==> src/hdl/pdc_pkg.sv <==
// Shared constants, types and CRC step for the packet deframer.
package pdc_pkg;

   localparam int MAX_PAYLOAD = 64;
   localparam int BYTE_W = 8;
   localparam int LEN_W = 7;
   localparam int IDX_W = 6;
   localparam int PAYLOAD_DEPTH = 64;
   localparam int CRC_W = 16;

   localparam logic [BYTE_W-1:0] SOP_BYTE = 8'hA1;
   localparam logic [CRC_W-1:0] CRC_INIT = 16'hFFFF;

   // Packet handed from the parser to the emitter
   typedef struct packed {
      logic              start;
      logic [BYTE_W-1:0] ptype;
      logic [LEN_W-1:0]  plen;
   } job_type;

   // Payload store write port
   typedef struct packed {
      logic              en;
      logic [IDX_W-1:0]  addr;
      logic [BYTE_W-1:0] data;
   } mem_wr_type;

   // One byte of the reflected CCITT CRC (poly 0x8408)
   function automatic logic [CRC_W-1:0] crc_feed(input logic [BYTE_W-1:0] b,
                                                 input logic [CRC_W-1:0] crc);
      logic [7:0] x;
      x = b ^ crc[7:0];
      x = x ^ {x[3:0], 4'b0000};
      return {x, crc[15:8]} ^ {12'b0, x[7:4]} ^ {5'b0, x, 3'b000};
   endfunction

endpackage

==> src/hdl/pdc_if.sv <==
// Request and response channel interfaces of the packet deframer.
interface pdc_req_if;
   logic                       valid;
   logic                       ready;
   logic [pdc_pkg::BYTE_W-1:0] rx_byte;

   modport source (output valid, output rx_byte, input ready);
   modport sink (input valid, input rx_byte, output ready);
endinterface

interface pdc_rsp_if;
   logic                       valid;
   logic                       ready;
   logic [pdc_pkg::BYTE_W-1:0] pkt_type;
   logic [pdc_pkg::LEN_W-1:0]  pkt_length;
   logic [pdc_pkg::IDX_W-1:0]  byte_index;
   logic [pdc_pkg::BYTE_W-1:0] data_byte;
   logic                       has_data;
   logic                       last;

   modport source (output valid, output pkt_type, output pkt_length, output byte_index,
                   output data_byte, output has_data, output last, input ready);
   modport sink (input valid, input pkt_type, input pkt_length, input byte_index,
                 input data_byte, input has_data, input last, output ready);
endinterface

==> src/hdl/pdc_ram.sv <==
// Generic simple dual-port RAM with registered read.
module pdc_ram #(
   parameter int WIDTH = 8,
   parameter int DEPTH = 64
) (
   input  logic                     clock,
   input  logic                     wr_en,
   input  logic [$clog2(DEPTH)-1:0] wr_addr,
   input  logic [WIDTH-1:0]         wr_data,
   input  logic                     rd_en,
   input  logic [$clog2(DEPTH)-1:0] rd_addr,
   output logic [WIDTH-1:0]         rd_data
);
   logic [WIDTH-1:0] mem_ff [DEPTH];
   logic [WIDTH-1:0] rd_data_ff;

   always_ff @(posedge clock) begin
      if (wr_en) begin
         mem_ff[wr_addr] <= wr_data;
      end
      if (rd_en) begin
         rd_data_ff <= mem_ff[rd_addr];
      end
   end

   assign rd_data = rd_data_ff;
endmodule

==> src/hdl/pdc_parser.sv <==
// Header parser, CRC check and payload write for the packet deframer.
module pdc_parser (
   input  logic                 clock,
   input  logic                 reset,
   pdc_req_if.sink              req_ch,
   input  logic                 emit_busy,
   output pdc_pkg::job_type     job,
   output pdc_pkg::mem_wr_type  wr
);
   import pdc_pkg::*;

   localparam logic [2:0] ST_HUNT    = 3'd0;
   localparam logic [2:0] ST_SOP     = 3'd1;
   localparam logic [2:0] ST_TYPE    = 3'd2;
   localparam logic [2:0] ST_LEN     = 3'd3;
   localparam logic [2:0] ST_CRCLO   = 3'd4;
   localparam logic [2:0] ST_PAYLOAD = 3'd5;

   logic [2:0]        state_ff, state_in;
   logic [CRC_W-1:0]  crc_ff, crc_in;
   logic [LEN_W-1:0]  cnt_ff, cnt_in;
   logic [BYTE_W-1:0] type_ff, type_in;
   logic [LEN_W-1:0]  len_ff, len_in;
   logic [CRC_W-1:0]  rcrc_ff, rcrc_in;

   logic              accept;
   logic [BYTE_W-1:0] b;
   logic [CRC_W-1:0]  crc_fed;
   logic [LEN_W-1:0]  cnt_plus;
   logic              done;
   logic              match;

   assign req_ch.ready = !emit_busy;
   assign accept = req_ch.valid && req_ch.ready;
   assign b = req_ch.rx_byte;
   assign crc_fed = crc_feed(b, crc_ff);
   assign cnt_plus = cnt_ff + LEN_W'(1);

   always_comb begin
      state_in = state_ff;
      crc_in = crc_ff;
      cnt_in = cnt_ff;
      type_in = type_ff;
      len_in = len_ff;
      rcrc_in = rcrc_ff;
      done = 1'b0;
      match = 1'b0;
      wr.en = 1'b0;
      wr.addr = cnt_ff[IDX_W-1:0];
      wr.data = b;
      if (accept) begin
         case (state_ff)
            ST_SOP: begin
               type_in = b;
               crc_in = crc_fed;
               state_in = ST_TYPE;
            end
            ST_TYPE: begin
               len_in = b[LEN_W-1:0];
               crc_in = crc_fed;
               state_in = (b > BYTE_W'(MAX_PAYLOAD)) ? ST_HUNT : ST_LEN;
            end
            ST_LEN: begin
               rcrc_in = {8'h00, b};
               state_in = ST_CRCLO;
            end
            ST_CRCLO: begin
               rcrc_in = {b, rcrc_ff[7:0]};
               if (len_ff != '0) begin
                  state_in = ST_PAYLOAD;
               end else begin
                  done = 1'b1;
                  match = (crc_ff == {b, rcrc_ff[7:0]});
               end
            end
            ST_PAYLOAD: begin
               wr.en = 1'b1;
               cnt_in = cnt_plus;
               crc_in = crc_fed;
               if (cnt_plus >= len_ff) begin
                  done = 1'b1;
                  match = (crc_fed == rcrc_ff);
               end
            end
            default: begin
               // hunt; unused codes land here too
               if (b == SOP_BYTE) begin
                  crc_in = CRC_INIT;
                  cnt_in = '0;
                  state_in = ST_SOP;
               end else begin
                  state_in = ST_HUNT;
               end
            end
         endcase
      end
      if (done) begin
         state_in = ST_HUNT;
         cnt_in = '0;
      end
   end

   assign job.start = done && match;
   assign job.ptype = type_ff;
   assign job.plen = len_ff;

   always_ff @(posedge clock) begin
      if (reset) begin
         state_ff <= ST_HUNT;
         crc_ff <= CRC_INIT;
         cnt_ff <= '0;
         type_ff <= '0;
         len_ff <= '0;
         rcrc_ff <= '0;
      end else begin
         state_ff <= state_in;
         crc_ff <= crc_in;
         cnt_ff <= cnt_in;
         type_ff <= type_in;
         len_ff <= len_in;
         rcrc_ff <= rcrc_in;
      end
   end
endmodule

==> src/hdl/pdc_emitter.sv <==
// Payload readout from the store into the response register.
module pdc_emitter (
   input  logic                      clock,
   input  logic                      reset,
   input  pdc_pkg::job_type          job,
   output logic                      busy,
   output logic                      rd_en,
   output logic [pdc_pkg::IDX_W-1:0] rd_addr,
   input  logic [pdc_pkg::BYTE_W-1:0] rd_data,
   pdc_rsp_if.source                 rsp_ch
);
   import pdc_pkg::*;

   logic              act_ff, act_in;
   logic [IDX_W-1:0]  idx_ff, idx_in;
   logic              pend_ff, pend_in;
   logic              pend_empty_ff, pend_empty_in;
   logic [IDX_W-1:0]  pend_idx_ff, pend_idx_in;
   logic [BYTE_W-1:0] jtype_ff, jtype_in;
   logic [LEN_W-1:0]  jlen_ff, jlen_in;

   logic              out_valid_ff, out_valid_in;
   logic [BYTE_W-1:0] out_type_ff, out_type_in;
   logic [LEN_W-1:0]  out_len_ff, out_len_in;
   logic [IDX_W-1:0]  out_idx_ff, out_idx_in;
   logic [BYTE_W-1:0] out_data_ff, out_data_in;
   logic              out_has_ff, out_has_in;
   logic              out_last_ff, out_last_in;

   logic load;
   logic issue;
   logic issue_last;

   // Move the read result into the output register when it is free or draining
   assign load = pend_ff && (!out_valid_ff || rsp_ch.ready);
   assign issue = act_ff && (!pend_ff || load);
   assign issue_last = (LEN_W'(idx_ff) + LEN_W'(1)) == jlen_ff;

   assign busy = act_ff || pend_ff;
   assign rd_en = issue;
   assign rd_addr = idx_ff;

   always_comb begin
      act_in = act_ff;
      idx_in = idx_ff;
      pend_in = pend_ff;
      pend_empty_in = pend_empty_ff;
      pend_idx_in = pend_idx_ff;
      jtype_in = jtype_ff;
      jlen_in = jlen_ff;
      out_valid_in = out_valid_ff;
      out_type_in = out_type_ff;
      out_len_in = out_len_ff;
      out_idx_in = out_idx_ff;
      out_data_in = out_data_ff;
      out_has_in = out_has_ff;
      out_last_in = out_last_ff;

      if (load) begin
         out_valid_in = 1'b1;
         out_type_in = jtype_ff;
         out_len_in = jlen_ff;
         out_idx_in = pend_idx_ff;
         out_data_in = pend_empty_ff ? '0 : rd_data;
         out_has_in = !pend_empty_ff;
         out_last_in = pend_empty_ff || ((LEN_W'(pend_idx_ff) + LEN_W'(1)) == jlen_ff);
         pend_in = 1'b0;
      end else if (rsp_ch.ready) begin
         out_valid_in = 1'b0;
      end

      if (issue) begin
         pend_in = 1'b1;
         pend_empty_in = 1'b0;
         pend_idx_in = idx_ff;
         if (issue_last) begin
            act_in = 1'b0;
         end else begin
            idx_in = idx_ff + IDX_W'(1);
         end
      end

      if (job.start) begin
         jtype_in = job.ptype;
         jlen_in = job.plen;
         idx_in = '0;
         if (job.plen == '0) begin
            // empty packet: one result, no store read
            pend_in = 1'b1;
            pend_empty_in = 1'b1;
            pend_idx_in = '0;
         end else begin
            act_in = 1'b1;
         end
      end
   end

   always_ff @(posedge clock) begin
      if (reset) begin
         act_ff <= 1'b0;
         pend_ff <= 1'b0;
         out_valid_ff <= 1'b0;
      end else begin
         act_ff <= act_in;
         pend_ff <= pend_in;
         out_valid_ff <= out_valid_in;
      end
   end

   always_ff @(posedge clock) begin
      idx_ff <= idx_in;
      pend_empty_ff <= pend_empty_in;
      pend_idx_ff <= pend_idx_in;
      jtype_ff <= jtype_in;
      jlen_ff <= jlen_in;
      out_type_ff <= out_type_in;
      out_len_ff <= out_len_in;
      out_idx_ff <= out_idx_in;
      out_data_ff <= out_data_in;
      out_has_ff <= out_has_in;
      out_last_ff <= out_last_in;
   end

   assign rsp_ch.valid = out_valid_ff;
   assign rsp_ch.pkt_type = out_type_ff;
   assign rsp_ch.pkt_length = out_len_ff;
   assign rsp_ch.byte_index = out_idx_ff;
   assign rsp_ch.data_byte = out_data_ff;
   assign rsp_ch.has_data = out_has_ff;
   assign rsp_ch.last = out_last_ff;
endmodule

==> src/hdl/packet_deframer_crc16.sv <==
// Packet deframer: start byte, type, length, CRC-16 header, checked payload.
//
// req_ch carries one received byte per request (valid/ready). The parser hunts
// for 0xA1, then takes type, length (0..64) and the CRC low byte first, then
// the payload, which is written into a 64-byte store. While a header or payload
// is parsed, one byte is taken every cycle.
// When the final byte of a packet with a matching CRC arrives, the emitter
// reads the store one entry per cycle while rsp_ch is not stalled and sends
// one response per payload byte on rsp_ch, last set on the final one; an empty
// packet gives one response without data. req_ch.ready is low from the cycle
// after that byte until the last store read has moved into the response
// register, which a stall on rsp_ch delays. The first response passes the
// readout start, the store read and the response register in turn; an empty
// packet skips the readout start. The store port (one write, one read a cycle) sets
// the readout rate.
// A stalled receiver holds the response register and the readout; new bytes
// are taken again once the last read has left for the response register.
// Reset returns the parser to hunting and empties the response register;
// the store is not cleared.
module packet_deframer_crc16 (
   input  logic      clock,
   input  logic      reset,
   pdc_req_if.sink   req_ch,
   pdc_rsp_if.source rsp_ch
);
   import pdc_pkg::*;

   job_type           job;
   mem_wr_type        wr;
   logic              emit_busy;
   logic              rd_en;
   logic [IDX_W-1:0]  rd_addr;
   logic [BYTE_W-1:0] rd_data;

   pdc_parser u_parser (
      .clock     (clock),
      .reset     (reset),
      .req_ch    (req_ch),
      .emit_busy (emit_busy),
      .job       (job),
      .wr        (wr)
   );

   pdc_ram #(
      .WIDTH (BYTE_W),
      .DEPTH (PAYLOAD_DEPTH)
   ) u_store (
      .clock   (clock),
      .wr_en   (wr.en),
      .wr_addr (wr.addr),
      .wr_data (wr.data),
      .rd_en   (rd_en),
      .rd_addr (rd_addr),
      .rd_data (rd_data)
   );

   pdc_emitter u_emitter (
      .clock   (clock),
      .reset   (reset),
      .job     (job),
      .busy    (emit_busy),
      .rd_en   (rd_en),
      .rd_addr (rd_addr),
      .rd_data (rd_data),
      .rsp_ch  (rsp_ch)
   );

`ifndef SYNTHESIS
   // A good packet closes the request side in the next cycle
   a_job_blocks: assert property (@(posedge clock) disable iff (reset)
      job.start |=> !req_ch.ready)
      else $error("request accepted during payload readout");

   // No store write while the emitter reads it out
   a_no_wr_busy: assert property (@(posedge clock) disable iff (reset)
      emit_busy |-> !wr.en)
      else $error("payload store written during readout");

   a_last_idx: assert property (@(posedge clock) disable iff (reset)
      (rsp_ch.valid && rsp_ch.has_data && rsp_ch.last) |->
         ((LEN_W'(rsp_ch.byte_index) + LEN_W'(1)) == rsp_ch.pkt_length))
      else $error("last flag on wrong byte index");

   a_empty_rsp: assert property (@(posedge clock) disable iff (reset)
      (rsp_ch.valid && !rsp_ch.has_data) |->
         (rsp_ch.last && rsp_ch.pkt_length == '0 && rsp_ch.data_byte == '0))
      else $error("malformed empty packet response");
`endif
endmodule
==> src/flat_wrapper.sv <==
// flat-port wrapper written by rule: the top's interface ports become plain ports
module packet_deframer_crc16_flat import pdc_pkg::*;
  (clock, reset, req_ch_valid, req_ch_rx_byte, req_ch_ready, rsp_ch_valid, rsp_ch_pkt_type, rsp_ch_pkt_length, rsp_ch_byte_index, rsp_ch_data_byte, rsp_ch_has_data, rsp_ch_last, rsp_ch_ready);
  pdc_req_if req_ch_i ();
  pdc_rsp_if rsp_ch_i ();
  input  logic clock;
  input  logic reset;
  input wire logic [$bits(req_ch_i.valid)-1:0] req_ch_valid;
  input wire logic [$bits(req_ch_i.rx_byte)-1:0] req_ch_rx_byte;
  output wire logic [$bits(req_ch_i.ready)-1:0] req_ch_ready;
  output wire logic [$bits(rsp_ch_i.valid)-1:0] rsp_ch_valid;
  output wire logic [$bits(rsp_ch_i.pkt_type)-1:0] rsp_ch_pkt_type;
  output wire logic [$bits(rsp_ch_i.pkt_length)-1:0] rsp_ch_pkt_length;
  output wire logic [$bits(rsp_ch_i.byte_index)-1:0] rsp_ch_byte_index;
  output wire logic [$bits(rsp_ch_i.data_byte)-1:0] rsp_ch_data_byte;
  output wire logic [$bits(rsp_ch_i.has_data)-1:0] rsp_ch_has_data;
  output wire logic [$bits(rsp_ch_i.last)-1:0] rsp_ch_last;
  input wire logic [$bits(rsp_ch_i.ready)-1:0] rsp_ch_ready;
  assign req_ch_i.valid = req_ch_valid;
  assign req_ch_i.rx_byte = req_ch_rx_byte;
  assign req_ch_ready = req_ch_i.ready;
  assign rsp_ch_valid = rsp_ch_i.valid;
  assign rsp_ch_pkt_type = rsp_ch_i.pkt_type;
  assign rsp_ch_pkt_length = rsp_ch_i.pkt_length;
  assign rsp_ch_byte_index = rsp_ch_i.byte_index;
  assign rsp_ch_data_byte = rsp_ch_i.data_byte;
  assign rsp_ch_has_data = rsp_ch_i.has_data;
  assign rsp_ch_last = rsp_ch_i.last;
  assign rsp_ch_i.ready = rsp_ch_ready;
  packet_deframer_crc16 u_core (.clock(clock), .reset(reset), .req_ch(req_ch_i), .rsp_ch(rsp_ch_i));
endmodule
==> config.mk <==
export PLATFORM = sky130hd
export DESIGN_NAME = packet_deframer_crc16_flat
export DESIGN_NICKNAME = d
export VERILOG_FILES = /design/src/hdl/pdc_pkg.sv /design/src/hdl/pdc_if.sv /design/src/hdl/pdc_ram.sv /design/src/hdl/pdc_parser.sv /design/src/hdl/pdc_emitter.sv /design/src/hdl/packet_deframer_crc16.sv /design/src/flat_wrapper.sv
export SDC_FILE = /design/constraint.sdc
export NUM_CORES = 1
export LEC_CHECK = 0
export ABC_AREA = 1
export BUFFER_PORTS_ARGS = -buffer_cell sky130_fd_sc_hd__buf_2
export CAP_MARGIN = 5
export CORE_ASPECT_RATIO = 1.75
export CORE_UTILIZATION = 55
export DETAILED_ROUTE_END_ITERATION = 8
export GPL_TIMING_DRIVEN = 1
export PLACE_DENSITY = 0.74
export SYNTH_ARGS = -nofsm -noshare
export SYNTH_HDL_FRONTEND = slang
export SYNTH_SLANG_ARGS = --single-unit
export TNS_END_PERCENT = 10
==> constraint.sdc <==
create_clock -name clock -period 2.8 [get_ports clock]
set_clock_uncertainty 0.1 [all_clocks]
set_input_delay 0.84 -clock clock [delete_from_list [all_inputs] [get_ports clock]]
set_output_delay 0.84 -clock clock [all_outputs]
set_load 0.1 [all_outputs]
==> flow_metrics.env <==
export IMPL_drv_cap=0
export IMPL_postSynthAreaPerCell_um2=11.59
export IMPL_gp_congestion=0.9777
export IMPL_io_pins=45
export IMPL_cts_made_buffers=55
export IMPL_synth_ff_type="sky130_fd_sc_hd__edfxtp_1"
export IMPL_grt_pass1_vias=18536
export IMPL_synth_seq_area_share_pct=69.72
export IMPL_min_from="u_core.u_emitter.jtype_ff[1]$_DFFE_PP_"
export IMPL_p_leak_nw=10.66
export IMPL_period_minus_slack_ns=2.808
export IMPL_drt_drc_violations_left=0
export IMPL_timing_critical_path_fanout_max=8
export IMPL_final_setup_viol_count=7
export IMPL_synth_fp_nets=2307
export IMPL_timing_hold_violations_final=0
export IMPL_critPathSlowestCell="sky130_fd_sc_hd__dfxtp_2"
export IMPL_start_util_pct=55.60
export IMPL_drt_total_wl_mm=70.50
export IMPL_relSlewSlack_pct=44.09
export IMPL_multi_input_area_mm2=0.007201
export IMPL_worst_ep_required_time_ns=3.03
export IMPL_final_layout_size_suffix_gt1_share_pct=16.03
export IMPL_final_antenna_net_count=0
export IMPL_fillers=3526
export IMPL_holdCritPathClass="reg2reg"
export IMPL_worstSetupStartpointType="flop"
export IMPL_postCtsHoldBufs=0
export IMPL_floorplan_die_height_um=292.2
export IMPL_maxClockFrequency_mhz=356.1
export IMPL_period_share_pct=100.3
export IMPL_vias_per_cell=6.129
export IMPL_vias=18749
export IMPL_postLayoutCoreUtil_pct=63.47
export IMPL_synth_cell_area_mm2=0.02647
export IMPL_status="complete, but fails checks"
export IMPL_synth_top_family_by_area="compound AO/OA/AOI/OAI gates"
export IMPL_insertion_delay_ns=0.61
export IMPL_total_power_w=0.01821
export IMPL_critical_path_n_buffers_inverters=3
export IMPL_number_of_antenna_violations_at_the_first_check_in_global_routing=3
export IMPL_maximum_number_of_pins_on_one_net_before_global_route_repair=98
export IMPL_area_sequential_mm2=0.01847
export IMPL_setup_worst_path_start="u_core.u_parser.cnt_ff[1]$_SDFFE_PP0P_"
export IMPL_grt_pass1_wl_mm=106.3
export IMPL_wl_per_cell_um=23.05
export IMPL_timing_critical_path_max_delay_family="simple AND/OR/NAND/NOR gates"
export IMPL_synth_adder_area_share_pct=0.4726
export IMPL_worst_slack_ns=-0.008454
export IMPL_netlist_cell_types=55
export IMPL_synth_compound_area_share_pct=12.94
export IMPL_cts_tree="built"
export IMPL_least_margin_pin_slew_ns=0.8386
export IMPL_port_buffer_count=44
export IMPL_overflow=0
export IMPL_postSynthRegisterBits=639
export IMPL_timing_critical_path_cells="inv_1 > nor3_4 > xor2_1 > inv_2 > ha_4 > nand2_1 > nor2_1 > nand4_1 > o2111ai_2 > nand2_2 > nor2_2 > nand2_2 > a21oi_4 > clkbuf_16"
export IMPL_rsz0062_at_grt="yes"
export IMPL_die_w_um=167.9
export IMPL_synth_simple_gate_area_share_pct=12.12
export IMPL_yosys_warnings=0
export IMPL_dp_hpwl_mm=44.92
export IMPL_synthCells=2285
export IMPL_worst_vdd_ir_v=0.0006014
export IMPL_drt_pass1_iter_count=5
export IMPL_mux_contribution_to_synthesized_area_pct=0
export IMPL_first_iter_violations=1943
export IMPL_clock_root_buffer="sky130_fd_sc_hd__clkbuf_16"
export IMPL_fin_worst_hold_slack_ns=0.3225
export IMPL_numClockSinks=639
export IMPL_synth_async_sr_flop_share_pct=0
export IMPL_synth_edff_count=566
export IMPL_p_per_cell_area_mw_per_mm2=602.6
export IMPL_critical_path_reg2reg_startpoint="u_core.u_parser.cnt_ff[1]$_SDFFE_PP0P_"
export IMPL_synth_xor_area_share_pct=1.309
export IMPL_critPathKind="reg2reg"
export IMPL_critPathArrivalTime_ns=3.03
export IMPL_slew_violations=0
export IMPL_slowest_delay_ns=0.36
export IMPL_critical_path_endpoint_type="flop"
export IMPL_violations="setup timing"
export IMPL_num_nets_final=2449
export IMPL_dieArea_mm2=0.04905
export IMPL_rows=106
export IMPL_clk_pin_slew_ns=0.07
export IMPL_globalRouteTotalUtil_pct=28.89
export IMPL_clock_path_buffers=3
export IMPL_area_delta_synth_final_pct=14.14
export IMPL_ctsHtreeMaxLevel=2
export IMPL_core_area_mm2=0.04761
export IMPL_worst_path_most_repeated_cell="sky130_fd_sc_hd__nand2_2"
## timing repair
action	4_1_cts	5_1_grt
buffers inserted	0	2
pin swaps	0	6
gates resized for setup	1	13
cloned	0	1
endpoints found under the setup margin	15	41
## where the power goes
| group | switching, W | internal [W] | total [W] |
|---|---|---|---|
| combinational | 0.000273 | 0.0000790 | 0.000352 |
| sequential | 0.000000247 | 0.0103 | 0.0103 |
| clock | 0.00336 | 0.00416 | 0.00752 |
| total | 0.00363 | 0.0146 | 0.0182 |
## cell usage after synthesis, types with 2 or more instances
cell type	count	share of area (%)
sky130_fd_sc_hd__a22oi_1	5	0.14
sky130_fd_sc_hd__or2_2	3	0.071
sky130_fd_sc_hd__a21oi_2	8	0.26
sky130_fd_sc_hd__o221ai_1	16	0.53
sky130_fd_sc_hd__inv_1	77	1.1
sky130_fd_sc_hd__edfxtp_1	566	64
sky130_fd_sc_hd__xor2_1	24	0.79
sky130_fd_sc_hd__inv_2	13	0.18
sky130_fd_sc_hd__nand2_2	23	0.54
sky130_fd_sc_hd__buf_4	5	0.14
sky130_fd_sc_hd__nand2_1	214	3.0
sky130_fd_sc_hd__ha_1	10	0.47
sky130_fd_sc_hd__xnor2_1	10	0.33
sky130_fd_sc_hd__clkbuf_1	103	1.5
sky130_fd_sc_hd__o31ai_1	2	0.057
sky130_fd_sc_hd__xor2_2	2	0.12
sky130_fd_sc_hd__o21bai_1	2	0.057
sky130_fd_sc_hd__o21ai_0	354	6.7
sky130_fd_sc_hd__o211ai_1	14	0.40
sky130_fd_sc_hd__o311ai_0	3	0.099
sky130_fd_sc_hd__nand4_1	10	0.24
sky130_fd_sc_hd__dfxtp_1	73	5.5
sky130_fd_sc_hd__nor3_1	2	0.038
sky130_fd_sc_hd__nand3_2	5	0.19
sky130_fd_sc_hd__nor4_1	3	0.071
sky130_fd_sc_hd__o21ai_1	4	0.076
sky130_fd_sc_hd__a21oi_1	39	0.74
sky130_fd_sc_hd__a31oi_1	3	0.071
sky130_fd_sc_hd__buf_6	4	0.17
sky130_fd_sc_hd__nor2_2	6	0.14
sky130_fd_sc_hd__o22ai_1	152	3.6
sky130_fd_sc_hd__nand3b_1	5	0.14
sky130_fd_sc_hd__nor2_1	439	6.2
sky130_fd_sc_hd__nand2_4	4	0.17
sky130_fd_sc_hd__nand3_1	46	0.87
sky130_fd_sc_hd__buf_2	17	0.32
## per-stage QoR
| step | setup TNS [ns] | setup WS, ns | area, um2 | cells |
|---|---|---|---|---|
| final | -0.04744 | -0.008454 | 30220 | 3059 |
| after floorplan | -1.752 | -0.1168 | 26510 | 2285 |
| after detailed placement | -4.321 | -0.1705 | 28360 | 2961 |
| after CTS | 0 | 0.03033 | 30120 | 3055 |
| after global placement | -4.454 | -0.1762 | 28360 | 2961 |
| after global routing | -3.262 | -0.1451 | 30220 | 3059 |
## cell type report
type,count,area share [%]
timing repair buffer,215,5.586
tap,594,2.460
sequential,639,61.12
multi-input combinational,1423,23.83
clock inverter,30,1.006
clock buffer,64,4.803
antenna,1,0.008281
inverter,93,1.188
## kinds of logic (layout without fill, tap and decap cells)
kind of cell | after synthesis | after routing
buffers and inverters | 223 | 402
xor gates and xnor gates | 37 | 37
AOI/OAI and AO/OA | 608 | 608
other | 0 | 1
adders and majority gates | 10 | 10
and+or+nand+nor | 768 | 768
DFF | 639 | 639
## registers in the layout, indices dropped and copies added (netlist names)
name / count
u_core.u_parser.crc_ff: 16
u_core.u_emitter.rd_addr: 6
u_core.u_parser.rcrc_ff: 16
u_core.u_parser.state_ff: 3
u_core.u_emitter.rsp_ch.valid: 1
u_core.u_emitter.rsp_ch.pkt_type: 8
u_core.u_emitter.rsp_ch.last: 1
u_core.u_emitter.pend_ff: 1
u_core.u_parser.cnt_ff: 7
u_core.u_store.mem_ff: 512
u_core.u_parser.len_ff: 7
u_core.u_emitter.pend_idx_ff: 6
u_core.u_emitter.jlen_ff: 7
u_core.u_parser.type_ff: 8
u_core.u_emitter.rsp_ch.pkt_length: 7
u_core.u_emitter.act_ff: 1
u_core.u_emitter.pend_empty_ff: 1
u_core.u_emitter.rsp_ch.byte_index: 6
u_core.u_emitter.rsp_ch.data_byte: 8
u_core.u_emitter.rsp_ch.has_data: 1
u_core.u_store.rd_data: 8
u_core.u_emitter.jtype_ff: 8
## final timing paths
check / to / slack, ns / cells after the start
min reg2reg: u_core.u_emitter.rsp_ch.pkt_type[1]$_DFFE_PP_ / 0.32 / 0
max: u_core.u_emitter.jtype_ff[7]$_DFFE_PP_ / -0.008 / 14
max reg2reg: u_core.u_emitter.jtype_ff[7]$_DFFE_PP_ / -0.008 / 14
min: u_core.u_emitter.rsp_ch.pkt_type[1]$_DFFE_PP_ / 0.32 / 0
## cell usage in the layout, fill, tap and decap left out, drive strengths merged, types with 5 or more instances in the layout
| master | instances |
|---|---|
| nand2 | 241 |
| nand3 | 52 |
| edfxtp | 566 |
| o211ai | 14 |
| clkinv | 24 |
| nand3b | 5 |
| o22ai | 152 |
| dfxtp | 73 |
| clkbuf | 65 |
| xor2 | 26 |
| nor2 | 446 |
| o221ai | 16 |
| inv | 91 |
| nand4 | 11 |
| a21oi | 48 |
| ha | 10 |
| buf | 214 |
| o21ai | 358 |
| bufinv | 5 |
| xnor2 | 11 |
| a22oi | 5 |
## routing by layer
| metal | vias to the layer above | GRT usage (%) | wire length, um |
|---|---|---|---|
| li1 | 8506 | - | - |
| met1 | 9037 | 32.41 | 23840 |
| met2 | 934 | 50.88 | 36190 |
| met3 | 270 | 3.432 | 4836 |
| met4 | 2 | 20.68 | 5622 |
| met5 | - | 0 | 15 |
(Power assumes the default switching activity.)
